`src/rtl/mcfr_pkg.sv`:
```
// Shared types, codes and reset values of the motor command frame receiver.
package mcfr_pkg;

  // Default sizes of the frame and of the motor set
  localparam int MOTOR_COUNT_DEF = 8;
  localparam int FRAME_BYTES_DEF = 10;

  // Configuration port
  localparam int CFG_ADDR_W = 4;
  localparam int CFG_DATA_W = 32;

  localparam logic [1:0] REG_SYNC_VALUE    = 2'd0;
  localparam logic [1:0] REG_FRAME_TIMEOUT = 2'd1;
  localparam logic [1:0] REG_LIGHT_HOLD    = 2'd2;

  localparam logic [7:0]  SYNC_VALUE_RST    = 8'hAA;
  localparam logic [15:0] FRAME_TIMEOUT_RST = 16'd100;
  localparam logic [15:0] LIGHT_HOLD_RST    = 16'd500;

  // Result kinds
  localparam logic [1:0] EV_MOTOR      = 2'd0;
  localparam logic [1:0] EV_BAD_SUM    = 2'd1;
  localparam logic [1:0] EV_TIMEOUT    = 2'd2;
  localparam logic [1:0] EV_LIGHT_IDLE = 2'd3;

  // Status light codes
  localparam logic [1:0] LIGHT_IDLE  = 2'd0;
  localparam logic [1:0] LIGHT_GOOD  = 2'd1;
  localparam logic [1:0] LIGHT_ERROR = 2'd2;

  // Input actions
  localparam logic ACT_BYTE = 1'b0;
  localparam logic ACT_TICK = 1'b1;

  typedef struct packed {
    logic       action;
    logic [7:0] rx_byte;
  } in_word_t;

  typedef struct packed {
    logic [1:0] event_kind;
    logic [2:0] motor_number;
    logic [7:0] forward_level;
    logic [8:0] reverse_level;
    logic [1:0] light_code;
    logic       last_of_run;
  } out_word_t;

endpackage

```
`src/rtl/mcfr_level_unit.sv`:
```
// Duty level unit: turns one signed motor byte into forward and reverse levels.
module mcfr_level_unit (
  input  logic [7:0] motor_byte,
  output logic [7:0] forward_level,
  output logic [8:0] reverse_level
);

  logic [7:0] magnitude;

  // 256 - b, which is 128 at most for a negative byte
  assign magnitude = 8'(9'd256 - {1'b0, motor_byte});

  always_comb begin
    forward_level = '0;
    reverse_level = '0;
    if (motor_byte[7]) begin
      reverse_level = {magnitude, 1'b0};
    end else begin
      forward_level = {motor_byte[6:0], 1'b0};
    end
  end

endmodule

```
`src/rtl/motor_command_frame_receiver.sv`:
```
// Motor command frame receiver: takes bytes and ticks, finds sync, checks the
// XOR checksum and emits one level word per motor through a shared level unit.
//
// Each input word (a received byte or a time tick) gives at most one result
// word, except the checksum byte of a good frame. That byte starts a sequencer
// that walks the motor store through the single level unit, a store read state
// and then an emit state per motor, so the input stalls until the last motor
// word is emitted, longer if the output is stalled. The input also stalls
// while a finished result word waits in the output register. The frame
// timeout runs from the sync byte; the status light hold counts ticks only
// while no frame is being collected.
module motor_command_frame_receiver #(
  parameter int MOTOR_COUNT = mcfr_pkg::MOTOR_COUNT_DEF,
  parameter int FRAME_BYTES = mcfr_pkg::FRAME_BYTES_DEF
) (
  input  logic                            clk,
  input  logic                            rst_n,
  // input channel
  input  logic                            in_valid,
  output logic                            in_stall,
  input  mcfr_pkg::in_word_t              in_data,
  // result channel
  output logic                            out_valid,
  input  logic                            out_stall,
  output mcfr_pkg::out_word_t             out_data,
  // configuration port
  input  logic                            psel,
  input  logic                            penable,
  input  logic                            pwrite,
  input  logic [mcfr_pkg::CFG_ADDR_W-1:0] paddr,
  input  logic [mcfr_pkg::CFG_DATA_W-1:0] pwdata,
  output logic [mcfr_pkg::CFG_DATA_W-1:0] prdata,
  output logic                            pready
);

  localparam int BT_W = $clog2(FRAME_BYTES);
  localparam int MI_W = (MOTOR_COUNT > 1) ? $clog2(MOTOR_COUNT) : 1;

  localparam logic [1:0] ST_IDLE = 2'd0;
  localparam logic [1:0] ST_READ = 2'd1;
  localparam logic [1:0] ST_EMIT = 2'd2;

  // configuration registers
  logic [7:0]  sync_value_r;
  logic [15:0] frame_timeout_r;
  logic [15:0] light_hold_r;

  // control state
  logic [1:0]      state_r, state_nxt;
  logic            collecting_r, collecting_nxt;
  logic [BT_W-1:0] bytes_taken_r, bytes_taken_nxt;
  logic [15:0]     frame_elapsed_r, frame_elapsed_nxt;
  logic [7:0]      running_xor_r, running_xor_nxt;
  logic            light_active_r, light_active_nxt;
  logic [15:0]     light_remaining_r, light_remaining_nxt;
  logic [MI_W-1:0] motor_idx_r, motor_idx_nxt;

  // motor store
  logic [7:0]      motor_mem [MOTOR_COUNT];
  logic [7:0]      motor_rd_r;
  logic            mem_we;
  logic [BT_W-1:0] data_idx;

  // output register
  logic                out_valid_r;
  mcfr_pkg::out_word_t out_data_r;
  mcfr_pkg::out_word_t out_word;
  logic                out_load;
  logic                out_free;

  logic        in_acc;
  logic        cfg_wr;
  logic [15:0] elapsed_inc;
  logic [15:0] remaining_dec;
  logic        last_motor;
  logic [7:0]  lvl_fwd;
  logic [8:0]  lvl_rev;

  mcfr_level_unit u_level (
    .motor_byte    (motor_rd_r),
    .forward_level (lvl_fwd),
    .reverse_level (lvl_rev)
  );

  // ---------------------------------------------------------------------------
  // configuration port
  assign pready = 1'b1;
  assign cfg_wr = psel && penable && pwrite;

  always_ff @(posedge clk) begin
    if (!rst_n) begin
      sync_value_r    <= mcfr_pkg::SYNC_VALUE_RST;
      frame_timeout_r <= mcfr_pkg::FRAME_TIMEOUT_RST;
      light_hold_r    <= mcfr_pkg::LIGHT_HOLD_RST;
    end else if (cfg_wr) begin
      case (paddr[mcfr_pkg::CFG_ADDR_W-1:2])
        mcfr_pkg::REG_SYNC_VALUE:    sync_value_r    <= pwdata[7:0];
        mcfr_pkg::REG_FRAME_TIMEOUT: frame_timeout_r <= pwdata[15:0];
        mcfr_pkg::REG_LIGHT_HOLD:    light_hold_r    <= pwdata[15:0];
        default: ;
      endcase
    end
  end

  always_comb begin
    case (paddr[mcfr_pkg::CFG_ADDR_W-1:2])
      mcfr_pkg::REG_SYNC_VALUE:    prdata = mcfr_pkg::CFG_DATA_W'(sync_value_r);
      mcfr_pkg::REG_FRAME_TIMEOUT: prdata = mcfr_pkg::CFG_DATA_W'(frame_timeout_r);
      mcfr_pkg::REG_LIGHT_HOLD:    prdata = mcfr_pkg::CFG_DATA_W'(light_hold_r);
      default:                     prdata = '0;
    endcase
  end

  // ---------------------------------------------------------------------------
  // handshake
  assign out_free = !out_valid_r || !out_stall;
  assign in_stall = (state_r != ST_IDLE) || !out_free;
  assign in_acc   = in_valid && !in_stall;

  assign elapsed_inc   = (frame_elapsed_r == 16'hFFFF) ? frame_elapsed_r
                                                       : frame_elapsed_r + 16'd1;
  assign remaining_dec = (light_remaining_r != 16'd0) ? light_remaining_r - 16'd1
                                                      : 16'd0;
  assign data_idx      = bytes_taken_r - BT_W'(1);
  assign last_motor    = (motor_idx_r == MI_W'(MOTOR_COUNT - 1));

  // ---------------------------------------------------------------------------
  // frame tracking and motor sequencer
  always_comb begin
    state_nxt           = state_r;
    collecting_nxt      = collecting_r;
    bytes_taken_nxt     = bytes_taken_r;
    frame_elapsed_nxt   = frame_elapsed_r;
    running_xor_nxt     = running_xor_r;
    light_active_nxt    = light_active_r;
    light_remaining_nxt = light_remaining_r;
    motor_idx_nxt       = motor_idx_r;
    mem_we              = 1'b0;
    out_load            = 1'b0;
    out_word            = '0;
    out_word.last_of_run = 1'b1;

    case (state_r)
      ST_IDLE: begin
        if (in_acc) begin
          if (in_data.action == mcfr_pkg::ACT_TICK) begin
            if (collecting_r) begin
              frame_elapsed_nxt = elapsed_inc;
              if (elapsed_inc >= frame_timeout_r) begin
                collecting_nxt      = 1'b0;
                light_active_nxt    = 1'b1;
                light_remaining_nxt = light_hold_r;
                out_load            = 1'b1;
                out_word.event_kind = mcfr_pkg::EV_TIMEOUT;
                out_word.light_code = mcfr_pkg::LIGHT_ERROR;
              end
            end else if (light_active_r) begin
              light_remaining_nxt = remaining_dec;
              if (remaining_dec == 16'd0) begin
                light_active_nxt    = 1'b0;
                out_load            = 1'b1;
                out_word.event_kind = mcfr_pkg::EV_LIGHT_IDLE;
                out_word.light_code = mcfr_pkg::LIGHT_IDLE;
              end
            end
          end else if (!collecting_r) begin
            // hunt for sync
            if (in_data.rx_byte == sync_value_r) begin
              collecting_nxt    = 1'b1;
              bytes_taken_nxt   = BT_W'(1);
              frame_elapsed_nxt = '0;
              running_xor_nxt   = '0;
            end
          end else if (bytes_taken_r < BT_W'(FRAME_BYTES - 1)) begin
            // data byte: bytes past the motor set only enter the checksum
            mem_we          = (int'(data_idx) < MOTOR_COUNT);
            running_xor_nxt = running_xor_r ^ in_data.rx_byte;
            bytes_taken_nxt = bytes_taken_r + BT_W'(1);
          end else begin
            // checksum byte closes the frame
            collecting_nxt      = 1'b0;
            light_active_nxt    = 1'b1;
            light_remaining_nxt = light_hold_r;
            if (in_data.rx_byte != running_xor_r) begin
              out_load            = 1'b1;
              out_word.event_kind = mcfr_pkg::EV_BAD_SUM;
              out_word.light_code = mcfr_pkg::LIGHT_ERROR;
            end else begin
              motor_idx_nxt = '0;
              state_nxt     = ST_READ;
            end
          end
        end
      end
      ST_READ: begin
        state_nxt = ST_EMIT;
      end
      ST_EMIT: begin
        if (out_free) begin
          out_load               = 1'b1;
          out_word.event_kind    = mcfr_pkg::EV_MOTOR;
          out_word.motor_number  = 3'(motor_idx_r);
          out_word.forward_level = lvl_fwd;
          out_word.reverse_level = lvl_rev;
          out_word.light_code    = mcfr_pkg::LIGHT_GOOD;
          out_word.last_of_run   = last_motor;
          if (last_motor) begin
            state_nxt = ST_IDLE;
          end else begin
            motor_idx_nxt = motor_idx_r + MI_W'(1);
            state_nxt     = ST_READ;
          end
        end
      end
      default: begin
        state_nxt = ST_IDLE;
      end
    endcase
  end

  always_ff @(posedge clk) begin
    if (!rst_n) begin
      state_r           <= ST_IDLE;
      collecting_r      <= 1'b0;
      bytes_taken_r     <= '0;
      frame_elapsed_r   <= '0;
      running_xor_r     <= '0;
      light_active_r    <= 1'b0;
      light_remaining_r <= '0;
      motor_idx_r       <= '0;
    end else begin
      state_r           <= state_nxt;
      collecting_r      <= collecting_nxt;
      bytes_taken_r     <= bytes_taken_nxt;
      frame_elapsed_r   <= frame_elapsed_nxt;
      running_xor_r     <= running_xor_nxt;
      light_active_r    <= light_active_nxt;
      light_remaining_r <= light_remaining_nxt;
      motor_idx_r       <= motor_idx_nxt;
    end
  end

  // motor store: written by data bytes, read one motor at a time
  always_ff @(posedge clk) begin
    if (mem_we) begin
      motor_mem[MI_W'(data_idx)] <= in_data.rx_byte;
    end
    if (state_r == ST_READ) begin
      // read motors that no data byte reaches as zero
      motor_rd_r <= (int'(motor_idx_r) < FRAME_BYTES - 2) ? motor_mem[motor_idx_r] : 8'd0;
    end
  end

  // ---------------------------------------------------------------------------
  // output register
  always_ff @(posedge clk) begin
    if (!rst_n) begin
      out_valid_r <= 1'b0;
    end else if (out_load) begin
      out_valid_r <= 1'b1;
    end else if (!out_stall) begin
      out_valid_r <= 1'b0;
    end
  end

  always_ff @(posedge clk) begin
    if (out_load) begin
      out_data_r <= out_word;
    end
  end

  assign out_valid = out_valid_r;
  assign out_data  = out_data_r;

`ifndef ASSERT_OFF
  a_seq_not_collecting: assert property (@(posedge clk) disable iff (!rst_n)
    (state_r != ST_IDLE) |-> !collecting_r)
    else $error("motor sequencer running while a frame is collected");

  a_read_then_emit: assert property (@(posedge clk) disable iff (!rst_n)
    (state_r == ST_READ) |=> (state_r == ST_EMIT))
    else $error("store read not followed by emit");

  a_last_motor: assert property (@(posedge clk) disable iff (!rst_n)
    (out_valid_r && (out_data_r.event_kind == mcfr_pkg::EV_MOTOR) &&
     out_data_r.last_of_run) |-> (out_data_r.motor_number == 3'(MOTOR_COUNT - 1)))
    else $error("run ended before the last motor");

  a_event_clean: assert property (@(posedge clk) disable iff (!rst_n)
    (out_valid_r && (out_data_r.event_kind != mcfr_pkg::EV_MOTOR)) |->
    (out_data_r.last_of_run && (out_data_r.forward_level == 8'd0) &&
     (out_data_r.reverse_level == 9'd0)))
    else $error("error or light result carries motor levels");

  a_one_direction: assert property (@(posedge clk) disable iff (!rst_n)
    out_valid_r |-> ((out_data_r.forward_level == 8'd0) ||
                     (out_data_r.reverse_level == 9'd0)))
    else $error("both directions driven");
`endif

endmodule
```
`config.mk`:
```
export PLATFORM = sky130hd
export DESIGN_NAME = motor_command_frame_receiver
export DESIGN_NICKNAME = d
export VERILOG_FILES = /design/src/rtl/mcfr_pkg.sv /design/src/rtl/mcfr_level_unit.sv /design/src/rtl/motor_command_frame_receiver.sv
export SDC_FILE = /design/constraint.sdc
export NUM_CORES = 1
export LEC_CHECK = 0
export ABC_CLOCK_PERIOD_IN_PS = 6600
export BUFFER_PORTS_ARGS = -buffer_cell sky130_fd_sc_hd__buf_2
export CORE_UTILIZATION = 63
export CTS_BUF_LIST = sky130_fd_sc_hd__clkbuf_4 sky130_fd_sc_hd__clkbuf_8 sky130_fd_sc_hd__clkbuf_16
export DETAILED_ROUTE_END_ITERATION = 8
export PLACE_DENSITY = 0.9
export SLEW_MARGIN = 15
export SYNTH_ARGS = -nofsm -noshare
export SYNTH_HDL_FRONTEND = slang
export SYNTH_SLANG_ARGS = --single-unit
```
`constraint.sdc`:
```
create_clock -name clk -period 6.6 [get_ports clk]
set_clock_uncertainty 0.1 [all_clocks]
set_input_delay 1.32 -clock clk [delete_from_list [all_inputs] [get_ports clk]]
set_output_delay 1.32 -clock clk [all_outputs]
set_load 0.1 [all_outputs]
```
# Word-level counts from Yosys, hierarchy flattened
# Memories as Yosys holds them, arrays and structs flattened. A register that Yosys moved wholly into a read port is not among the register bits.
# Cells that the tools add are included.
[totals] latch_bits=0 rom_bits=0 output_inout_bits=60 input_bits=52 mem_count=1 mem_bits_rw=64 reg_bits=117 wordCells=173
[classes] reduce_logical=32 n_div=0 add_sub_neg=6 n_lt_le_gt_ge=3 n_eq_ne=21 bitwise_logic=4 n_mul=0 mux=86 shift=0
[mem_list] memory="motor_mem" depth=8 width=8 read_ports=1 rd_clocked_by_memory_dff=1 wr=1 line_no="motor_command_frame_receiver.sv:59" rtl="logic [7:0] motor_mem [MOTOR_COUNT];"
[ops] cell="$mux 16" count=12
[ops] cell="$pmux 16 s3" count=1
[ops] cell="$mux 2" count=19
[ops] cell="$mux 1" count=36
[ops] cell="$mux 8" count=3
[ops] cell="$mux 3" count=7
[ops] cell="$ne 2x2->1 const B" count=9
[ops] cell="$add 16x1->16 const B" count=1
[ops] cell="$eq 16x16->1 const B" count=1
[ops] cell="$ge 16x16->1" count=1
[ops] cell="$logic_not 16->1" count=1
[ops] cell="$reduce_bool 16->1" count=1
[ops] cell="$sub 16x1->16 const B" count=1
[ops] cell="$reduce_and 5->1" count=3
[ops] cell="$mux 4" count=3
[ops] cell="$reduce_and 6->1" count=2
[ops] cell="$reduce_bool 2->1" count=6
[ops] cell="$reduce_and 2->1" count=5
[ops] cell="$eq 8x8->1" count=1
[ops] cell="$lt 4x4->1 const B" count=2
[ops] cell="$ne 8x8->1" count=1
[ops] cell="$pmux 2 s2" count=2
[ops] cell="$reduce_and 8->1" count=1
[ops] cell="$sub 1x8->8 const A" count=1
[ops] cell="19 further kinds" count=32

# Depth between registers and ports, before layout
# Gate-level depths: netlist (run 1).
[depth] depth_word=10 depth_mapped=16 mapped_depth_nobuf=14

# Cells and area by module
# Synthesis (run 1) repeated with hierarchy kept, for this count alone.
[unflattened] hier_cells=944 hier_area_um2=9507.9
[by_module_without_submodules] module="motor_command_frame_receiver" seq_area_each_um2=4754.6 n_inst=1 area_each_um2=9288.9 cells_each=911
[by_module_without_submodules] module="mcfr_level_unit" seq_area_each_um2=0.0 n_inst=1 area_each_um2=219.0 cells_each=33

# Least setup slack after synthesis (run 1)
# Ideal clock, no wire load.
[synth_path] path_type="input-to-output" start="in paddr[2] (netlist name)" end="out prdata[0] (netlist name)" setup_slack_ns=1.210 required_ns=5.180 t_arrival_ns=3.970 path_stages=3 n_path_buf=1 cell_sequence="buf_1 mux2i_1 o21ai_0"
[synth_between] elab_chain_len=2 word_cells_on_any_way=4 classes_between="eq/ne: 2; mux: 1; reduce/logical: 1"
[synth_rtl] item="from (decl)" line_no="motor_command_frame_receiver.sv:30" rtl="input logic [mcfr_pkg::CFG_ADDR_W-1:0] paddr,"
[synth_rtl] item="$eq 2x2->1, or another cell as far along" line_no="motor_command_frame_receiver.sv:106" rtl="case (paddr[mcfr_pkg::CFG_ADDR_W-1:2])"
[synth_rtl] item="$pmux 16 s3 (*)" line_no="motor_command_frame_receiver.sv:106"
[synth_rtl] item="to (decl)" line_no="motor_command_frame_receiver.sv:32" rtl="output logic [mcfr_pkg::CFG_DATA_W-1:0] prdata,"
# Mark *: on every way between the ends. The rest lies on a longest branch, timed or not.

# Worst setup path in the final report (run 1)
[layout_path] start="in paddr[3] (netlist name)" end="out prdata[5] (netlist name)"
# The elaborated chain is that of the path after synthesis.

==> results of run 1 <==
-- synth_stat cells, types with 10 or more instances --
cell      number
a211oi_1      11
a21oi_1       68
and2_1        14
and3_1        14
buf_4         19
clkbuf_1      33
dfxtp_1       92
edfxtp_1      95
ha_1          23
inv_1         29
mux2_2        11
mux2i_1       14
mux4_2        16
nand2_1      130
nand2b_1      10
nand3_1       26
nand3b_1      12
nand4_1       15
nor2_1        58
nor2b_1       18
nor3_1        19
o21ai_0       44
xnor2_1       22
xor2_1        19
-- state kept, by name, summed over array words and instances (netlist names), 2 cells and up --
name and cells:
motor_mem 64, out_data 23, frame_elapsed_r 16, frame_timeout_r 16
light_hold_r 16, light_remaining_r 16, motor_rd_r 8, running_xor_r 8
sync_value_r 8, bytes_taken_r 4, motor_idx_r 3, state_r 2
-- worst max-delay path by stage --
| stage | end | slack [ns] |
|---|---|---|
| 2_1_floorplan | prdata[0] | 1.21 |
| 3_3_place_gp | out_data[17]$_SDFFCE_PP0P_ | 1.99 |
| 3_5_place_dp | out_data[15]$_SDFFCE_PP0P_ | 1.81 |
| 4_1_cts | out_data[17]$_SDFFCE_PP0P_ | 1.80 |
| 5_1_grt | light_remaining_r[2]$_SDFFE_PN0P_ | 1.88 |
| 6_report | prdata[5] | 2.18 |
-- layer usage --
metal | wire (um) | up-vias
li1 | - | 3344
met1 | 8710 | 3407
met2 | 10500 | 466
met3 | 1890 | 82
met4 | 741 | 0
met5 | 0 | -
-- cells by family (layout without fill, tap and decap cells) --
group / count (synthesis) / count (layout)
fa+ha+maj: 23 / 23
flops: 187 / 187
simple gates: 342 / 342
compound gates: 176 / 176
xor+xnor: 41 / 41
mux: 41 / 41
other cells: 2 / 19
buf+inv: 90 / 145
-- worst max-delay path, stage by stage --
cell and delay [ns]:
buf_2 0.21, nor2b_2 0.64, nand2_1 0.18, o21ai_0 0.16
buf_2 0.49
-- layout make-up --
| cell class | count | share of cell area (%) |
|---|---|---|
| inverters | 30 | 1.11 |
| flip-flops and latches | 187 | 46.3 |
| clock inverters | 13 | 1.33 |
| repair buffers | 83 | 4.35 |
| clock buffers | 19 | 4.34 |
| multi-input cells | 642 | 40.4 |
| well taps | 180 | 2.22 |
-- stage by stage --
stage / hold WS, ns / instances / cell area [um2]
4_1_cts: 0.376 / 1153 / 10100
2_1_floorplan: 0.349 / 919 / 9200
6_report: 0.384 / 1154 / 10100
5_1_grt: 0.392 / 1154 / 10100
3_5_place_dp: 0.366 / 1121 / 9550
3_3_place_gp: 0.363 / 1121 / 9550
-- power by group through the flow --
stage / logic [mW] / registers (mW) / clock network, mW
final: 0.157 / 1.22 / 1.00
after global routing: 0.163 / 1.22 / 1.04
after CTS: 0.154 / 1.22 / 1.00
after detailed placement: 0.153 / 1.25 / 0
after global placement: 0.151 / 1.25 / 0
after floorplan: 0.123 / 1.25 / 0
==> results.md, run 1 <==
* Synth Cell Area at approximately 0.0091 mm2
* Post-detail-place hpwl at between 10000 and 15000 um
* Vias per cell at roughly 6.3
* Diode count at 0
* Clock Tree Buf Depth at 2
* Synthesized instance count at 902
* CP Capture Type: primary output
* Peak VDD IR at 184 uV
* Largest net degree at the start of global routing at 61
* Switch Pwr at 0.602 mW
* Post-Synth Adder-Cell Area at 3.15%
* GR Util met3 at 5.30%
* H-tree lvl count at 4
* Seq pwr share at 51.3%
* Setup CP Type: in2out
* WL/cell at 18.9 um
* Worst min-delay path class: reg2reg
* Die X at about 120 um
* Clk pwr share at 42.1%
* Vias in the first global route at between 6000 and 7000
* Critical Path Fanout Max at 17
* GPL Wtd Cong at 0.951
* Met1 Use GR at 39.7%
* Die ar. at roughly 0.015 mm2
* Unique cell type count in the Yosys netlist at 60
* PnR Total Power at 2.38 mW
* Compound-Gate Fraction of Synth Area at 11.8%
* P_int at roughly 1.8 mW
* Hold Path End: frame_timeout_r[3]$_SDFFE_PN0P_
* Worst-Margin Slew at 1.15 ns
* Setup TNS at 0 ns
* PwrDens at 235 mW/mm2
* R2R cell count at 14
* Met2 Track Usage GR at a little under half
* Clock Latency Late Sink at between 0.4 and 0.5 ns
* Initial DRC Count at 957
* Max-cap viol count at 0
* Reg clk slew, reported paths at 0.07 ns
* Syn_area_per_cell at 10.1 um2
* Reg2Reg Capture Point: out_data[15]$_SDFFCE_PP0P_
* Most common cell after layout, fill and taps aside: nand2_1
* Synth warn at 0
* Required @ worst endpoint at 5.18 ns
* Largest family of logic cells by synthesized area: simple AND/OR/NAND/NOR gates
* #FFs+latches synth at 187
* RSZ-0062 raised after global routing: no
* Cts hold-fix bufs at 0
* Slew Viols, Final at 0
* Period minus WS final at 4.42 ns
* Post-route ant nets at 0
* Final period util at 67.0%
* Main synth FF type: edfxtp_1
* Simple-gate portion of the synthesized area at about 18%
* R2R setup slack at 2.22 ns
* Logic gate share of total power at 6.6%
* GRT overflow at 0
* Core area at 0.0140 mm2
* Most frequent cells in the layout: nand2_1, edfxtp_1, dfxtp_1, buf_2, a21oi_1
* Register area at 0.00469 mm2
* Starting density of the core at 65.3%
* Busiest grt layer: met2
* Final Setup Violations at 0
* Remaining DRCs at 0
* Layout cells sized above 1 at 16.1%
* Die Y at 122 um
* Post-synth EDFFs at 95
* CP arrival at 3.00 ns
* CTS resizes at 0
* Multi-input gate area at 0.00409 mm2
* FFs w/ async S/R, synth at 0%
* Number of buffers created by CTS at 17
* Multiplexer area fraction after synthesis at under 10%
* GRT Resource Usage Total at 29.6%
* DR pass1 iterations at 6
* Port bufs at 74
* Nets at 1036
* Crit start category: input pin
* Dpl ws at 1.81 ns
* Number of setup buffers added after CTS at 0
* Top post-synthesis cells by area: edfxtp_1, dfxtp_1, nand2_1
* Std-Cell Rows at 43
* Setup WS post-layout at about 2.2 ns
* Fmax at 0.226 GHz
* # IOs at 112
* First-pass GRT wire length at around 33000 um
* XOR/XNOR Fraction of Synth Area at 3.93%
* Worst Hold Depth at 2
* Slew HR at a little under a quarter
* Utilization after layout at 72.5%
* Reg2Reg Launch Point: frame_elapsed_r[6]$_SDFFE_PN0P_
* Root Driver: clkbuf_16
* Sink Count at 187
* Register area share after synthesis at 51.4%
* Via Count at 7299
* Area growth syn-to-layout at 11.1%
* Worst hold start: frame_timeout_r[3]$_SDFFE_PN0P_
* Fin. Hold Viols at 0
* Pleak at 3.72 nW
* Fill count at 855
* Synth top area share at between 30 and 40%
* Yosys top cell by area: edfxtp_1
* Setup crit start: paddr[3]
* Drt total wl at 21800 um
* Sw frac at 25.2%
* CTS tree: done
* Status: complete, no violations
* Initial antenna violation count at 0
Note: power is estimated with default switching activity, not from simulation.
==> inputs of run 2 (changes only) <==
--- a/config.mk
+++ b/config.mk
@@ -5,12 +5,12 @@
 export SDC_FILE = /design/constraint.sdc
 export NUM_CORES = 1
 export LEC_CHECK = 0
-export ABC_CLOCK_PERIOD_IN_PS = 6600
+export ABC_CLOCK_PERIOD_IN_PS = 4500
 export BUFFER_PORTS_ARGS = -buffer_cell sky130_fd_sc_hd__buf_2
-export CORE_UTILIZATION = 63
+export CORE_UTILIZATION = 58
 export CTS_BUF_LIST = sky130_fd_sc_hd__clkbuf_4 sky130_fd_sc_hd__clkbuf_8 sky130_fd_sc_hd__clkbuf_16
 export DETAILED_ROUTE_END_ITERATION = 8
-export PLACE_DENSITY = 0.9
+export PLACE_DENSITY = 0.84
 export SLEW_MARGIN = 15
 export SYNTH_ARGS = -nofsm -noshare
 export SYNTH_HDL_FRONTEND = slang
==> constraint.sdc (replaced) <==
create_clock -name clk -period 4.5 [get_ports clk]
set_clock_uncertainty 0.1 [all_clocks]
set_input_delay 0.9 -clock clk [delete_from_list [all_inputs] [get_ports clk]]
set_output_delay 0.9 -clock clk [all_outputs]
set_load 0.1 [all_outputs]
==> run 2 against run 1 <==
  * Die area increased by 8.5%
  * Final cell count increased by 3.0%
  * Worst setup slack got worse by 1.9 ns
  * Non-clock buffer count increased by 3
  * Hold slack got worse by 0.0020 ns
  * Critical path type is now reg2reg
  * Largest power group unchanged
==> results.md, run 2 (synthesis results as in run 1) <==
* DR pass1 iterations at 5 (-1)
* GRT Resource Usage Total at 26.8% (-2.8 points)
* Initial antenna violation count at 0 (unchanged)
* Most common cell after layout, fill and taps aside: nand2_1
* GRT overflow at 0 (unchanged)
* Remaining DRCs at 0 (unchanged)
* Worst min-delay path class: reg2reg
* Core area at 0.0153 mm2 (+9.1%)
* Number of buffers created by CTS at 17 (unchanged)
* CP Capture Type: flop
* # IOs at 112 (unchanged)
* Via Count at 7047 (-3.5%)
* Peak VDD IR at 264 uV (+44%)
* Final period util at about 94%
* Initial DRC Count at 713 (-25%)
* R2R setup slack at 0.28 ns (-1.94 ns)
* Period minus WS final at 4.22 ns
* Layout cells sized above 1 at 16.3% (+0.16 points)
* Status: complete, no violations
* Worst Hold Depth at 2 (unchanged)
* DR WL met3 at 1350 um (-29%)
* H-tree lvl count at 4 (unchanged)
* Post-route ant nets at 0 (unchanged)
* CTS resizes at 0 (unchanged)
* Pleak at 3.85 nW (+3.4%)
* Worst-Margin Slew at 1.11 ns (-0.0389 ns)
* Reg2Reg Launch Point: frame_elapsed_r[6]$_SDFFE_PN0P_
* RSZ-0062 raised after global routing: no
* Max layer used: met4
* Starting density of the core at 59.9% (-5.4 points)
* Wire length on met2 at 9560 um (-8.8%)
* Vias per cell at 5.93 (-6.3%)
* Most flops, register: motor_mem
* Reg clk slew, reported paths at 0.07 ns (about the same)
* Post-detail-place hpwl at 14500 um (-1.0%)
* Slew Viols, Final at 0 (unchanged)
* Crit start category: flop
* First-pass GRT wire length at 33100 um (-0.75%)
* Setup CP Type: reg2reg
* Nets at 1039 (+0.29%)
* Max-cap viol count at 0 (unchanged)
* M1 WL at 9170 um (+5.4%)
* Fmax at 0.237 GHz
* Vias in the first global route at 6499 (+0.20%)
* Critical Path Fanout Max at 18 (+1)
* Die Y at 127 um (+4.2%)
* Area growth syn-to-layout at 11.4%
* Number of setup buffers added after CTS at 0 (unchanged)
* Fin. Hold Viols at 0 (unchanged)
* Clock Tree Buf Depth at 2 (unchanged)
* CP arrival at 4.45 ns (+1.45 ns)
* Root Driver: clkbuf_16
* Largest net degree at the start of global routing at 47 (-23%)
* Setup TNS at 0 ns (unchanged)
* Std-Cell Rows at 45 (+4.7%)
* Most frequent cells in the layout: nand2_1, edfxtp_1, dfxtp_1, buf_2, a21oi_1
* Slew HR at 25.5% (+2.3 points)
* Die X at 127 um (+4.2%)
* Drt total wl at 20700 um (-4.9%)
* WL/cell at 17.4 um (-7.7%)
* Final Setup Violations at 0 (unchanged)
* GPL Wtd Cong at 0.957 (+0.61%)
* Worst hold start: light_hold_r[1]$_SDFFE_PN0P_
* R2R cell count at 15 (+1)
* Hold Path End: light_hold_r[1]$_SDFFE_PN0P_
* Port bufs at 74 (unchanged)
* Clock Latency Late Sink at 0.44 ns (about the same)
* Max reg flops at 64 (unchanged)
* Dpl ws at 0.393 ns (-1.42 ns)
* Sink Count at 187 (unchanged)
* Die ar. at 0.0163 mm2 (+8.5%)
* Cts hold-fix bufs at 0 (unchanged)
* Reg2Reg Capture Point: light_remaining_r[3]$_SDFFE_PN0P_
* PwrDens at 336 mW/mm2 (+43%)
* Design area at 0.0102 mm2 (+0.30%)
* Required @ worst endpoint at 4.73 ns (-0.45 ns)
* CTS tree: done
* Post-Place Cell Area at 0.00962 mm2 (+0.72%)
* Setup WS post-layout at 0.278 ns (-1.90 ns)
run 2: report_power, final:
part           total [mW]  switching [mW]  leakage, nW  internal, mW
Combinational       0.230           0.193         1.95        0.0369
Sequential           1.79         0.00562         1.63          1.79
Clock                1.39           0.667        0.266         0.726
run 2: final cells by class:
class / count / area (um2)
antenna: 1 / 2.50
multi-input combinational: 642 / 4090
clock buffer: 18 / 433
clock inverter: 14 / 115
fill: 1127 / 5080
tap: 211 / 264
timing repair buffer: 86 / 460
inverter: 30 / 113
sequential: 187 / 4690
run 2: worst max-delay path, cell delays in order, from the launching register on:
cell and delay (ns):
dfxtp_1 0.43, and4_1 0.26, nand4_1 0.23, nor3_1 0.43, nor2_1 0.18, nand2_1 0.14, xnor2_1 0.16, ha_1 0.29
and4_1 0.21, a21oi_1 0.16, o211ai_1 0.10, a41oi_1 0.44, o22ai_2 0.31, buf_4 0.29, and3_1 0.19, a31o_2 0.21
run 2: stage by stage:
step,hold WS [ns],util [%],std cells,power [mW]
6_report,0.382,66.7,1189,3.42
3_3_place_gp,0.363,63.1,1156,2.05
5_1_grt,0.399,66.7,1188,3.52
3_5_place_dp,0.373,63.1,1156,2.06
2_1_floorplan,0.349,-,919,2.01
4_1_cts,0.383,66.7,1188,3.43
run 2: layer usage:
| metal | GRT usage [%] | vias up |
|---|---|---|
| li1 | - | 3344 |
| met1 | 36.4 | 3363 |
| met2 | 41.4 | 289 |
| met3 | 5.44 | 51 |
| met4 | 12.4 | 0 |
| met5 | 0 | - |
run 2: how the worst max path moves through the flow:
stage / startpoint / to / slack (ns) / cells past startpoint
after global placement: frame_elapsed_r[6]$_SDFFE_PN0P_ / light_remaining_r[3]$_SDFFE_PN0P_ / 0.49 / 15
after global routing: frame_elapsed_r[6]$_SDFFE_PN0P_ / light_remaining_r[3]$_SDFFE_PN0P_ / 0.001 / 15
after CTS: frame_elapsed_r[6]$_SDFFE_PN0P_ / light_remaining_r[3]$_SDFFE_PN0P_ / 0.37 / 15
after floorplan: frame_elapsed_r[6]$_SDFFE_PN0P_ / out_data[0]$_SDFFCE_PN1P_ / 0.65 / 13
after detailed placement: frame_elapsed_r[6]$_SDFFE_PN0P_ / light_remaining_r[3]$_SDFFE_PN0P_ / 0.39 / 15
final: frame_elapsed_r[6]$_SDFFE_PN0P_ / light_remaining_r[3]$_SDFFE_PN0P_ / 0.28 / 15
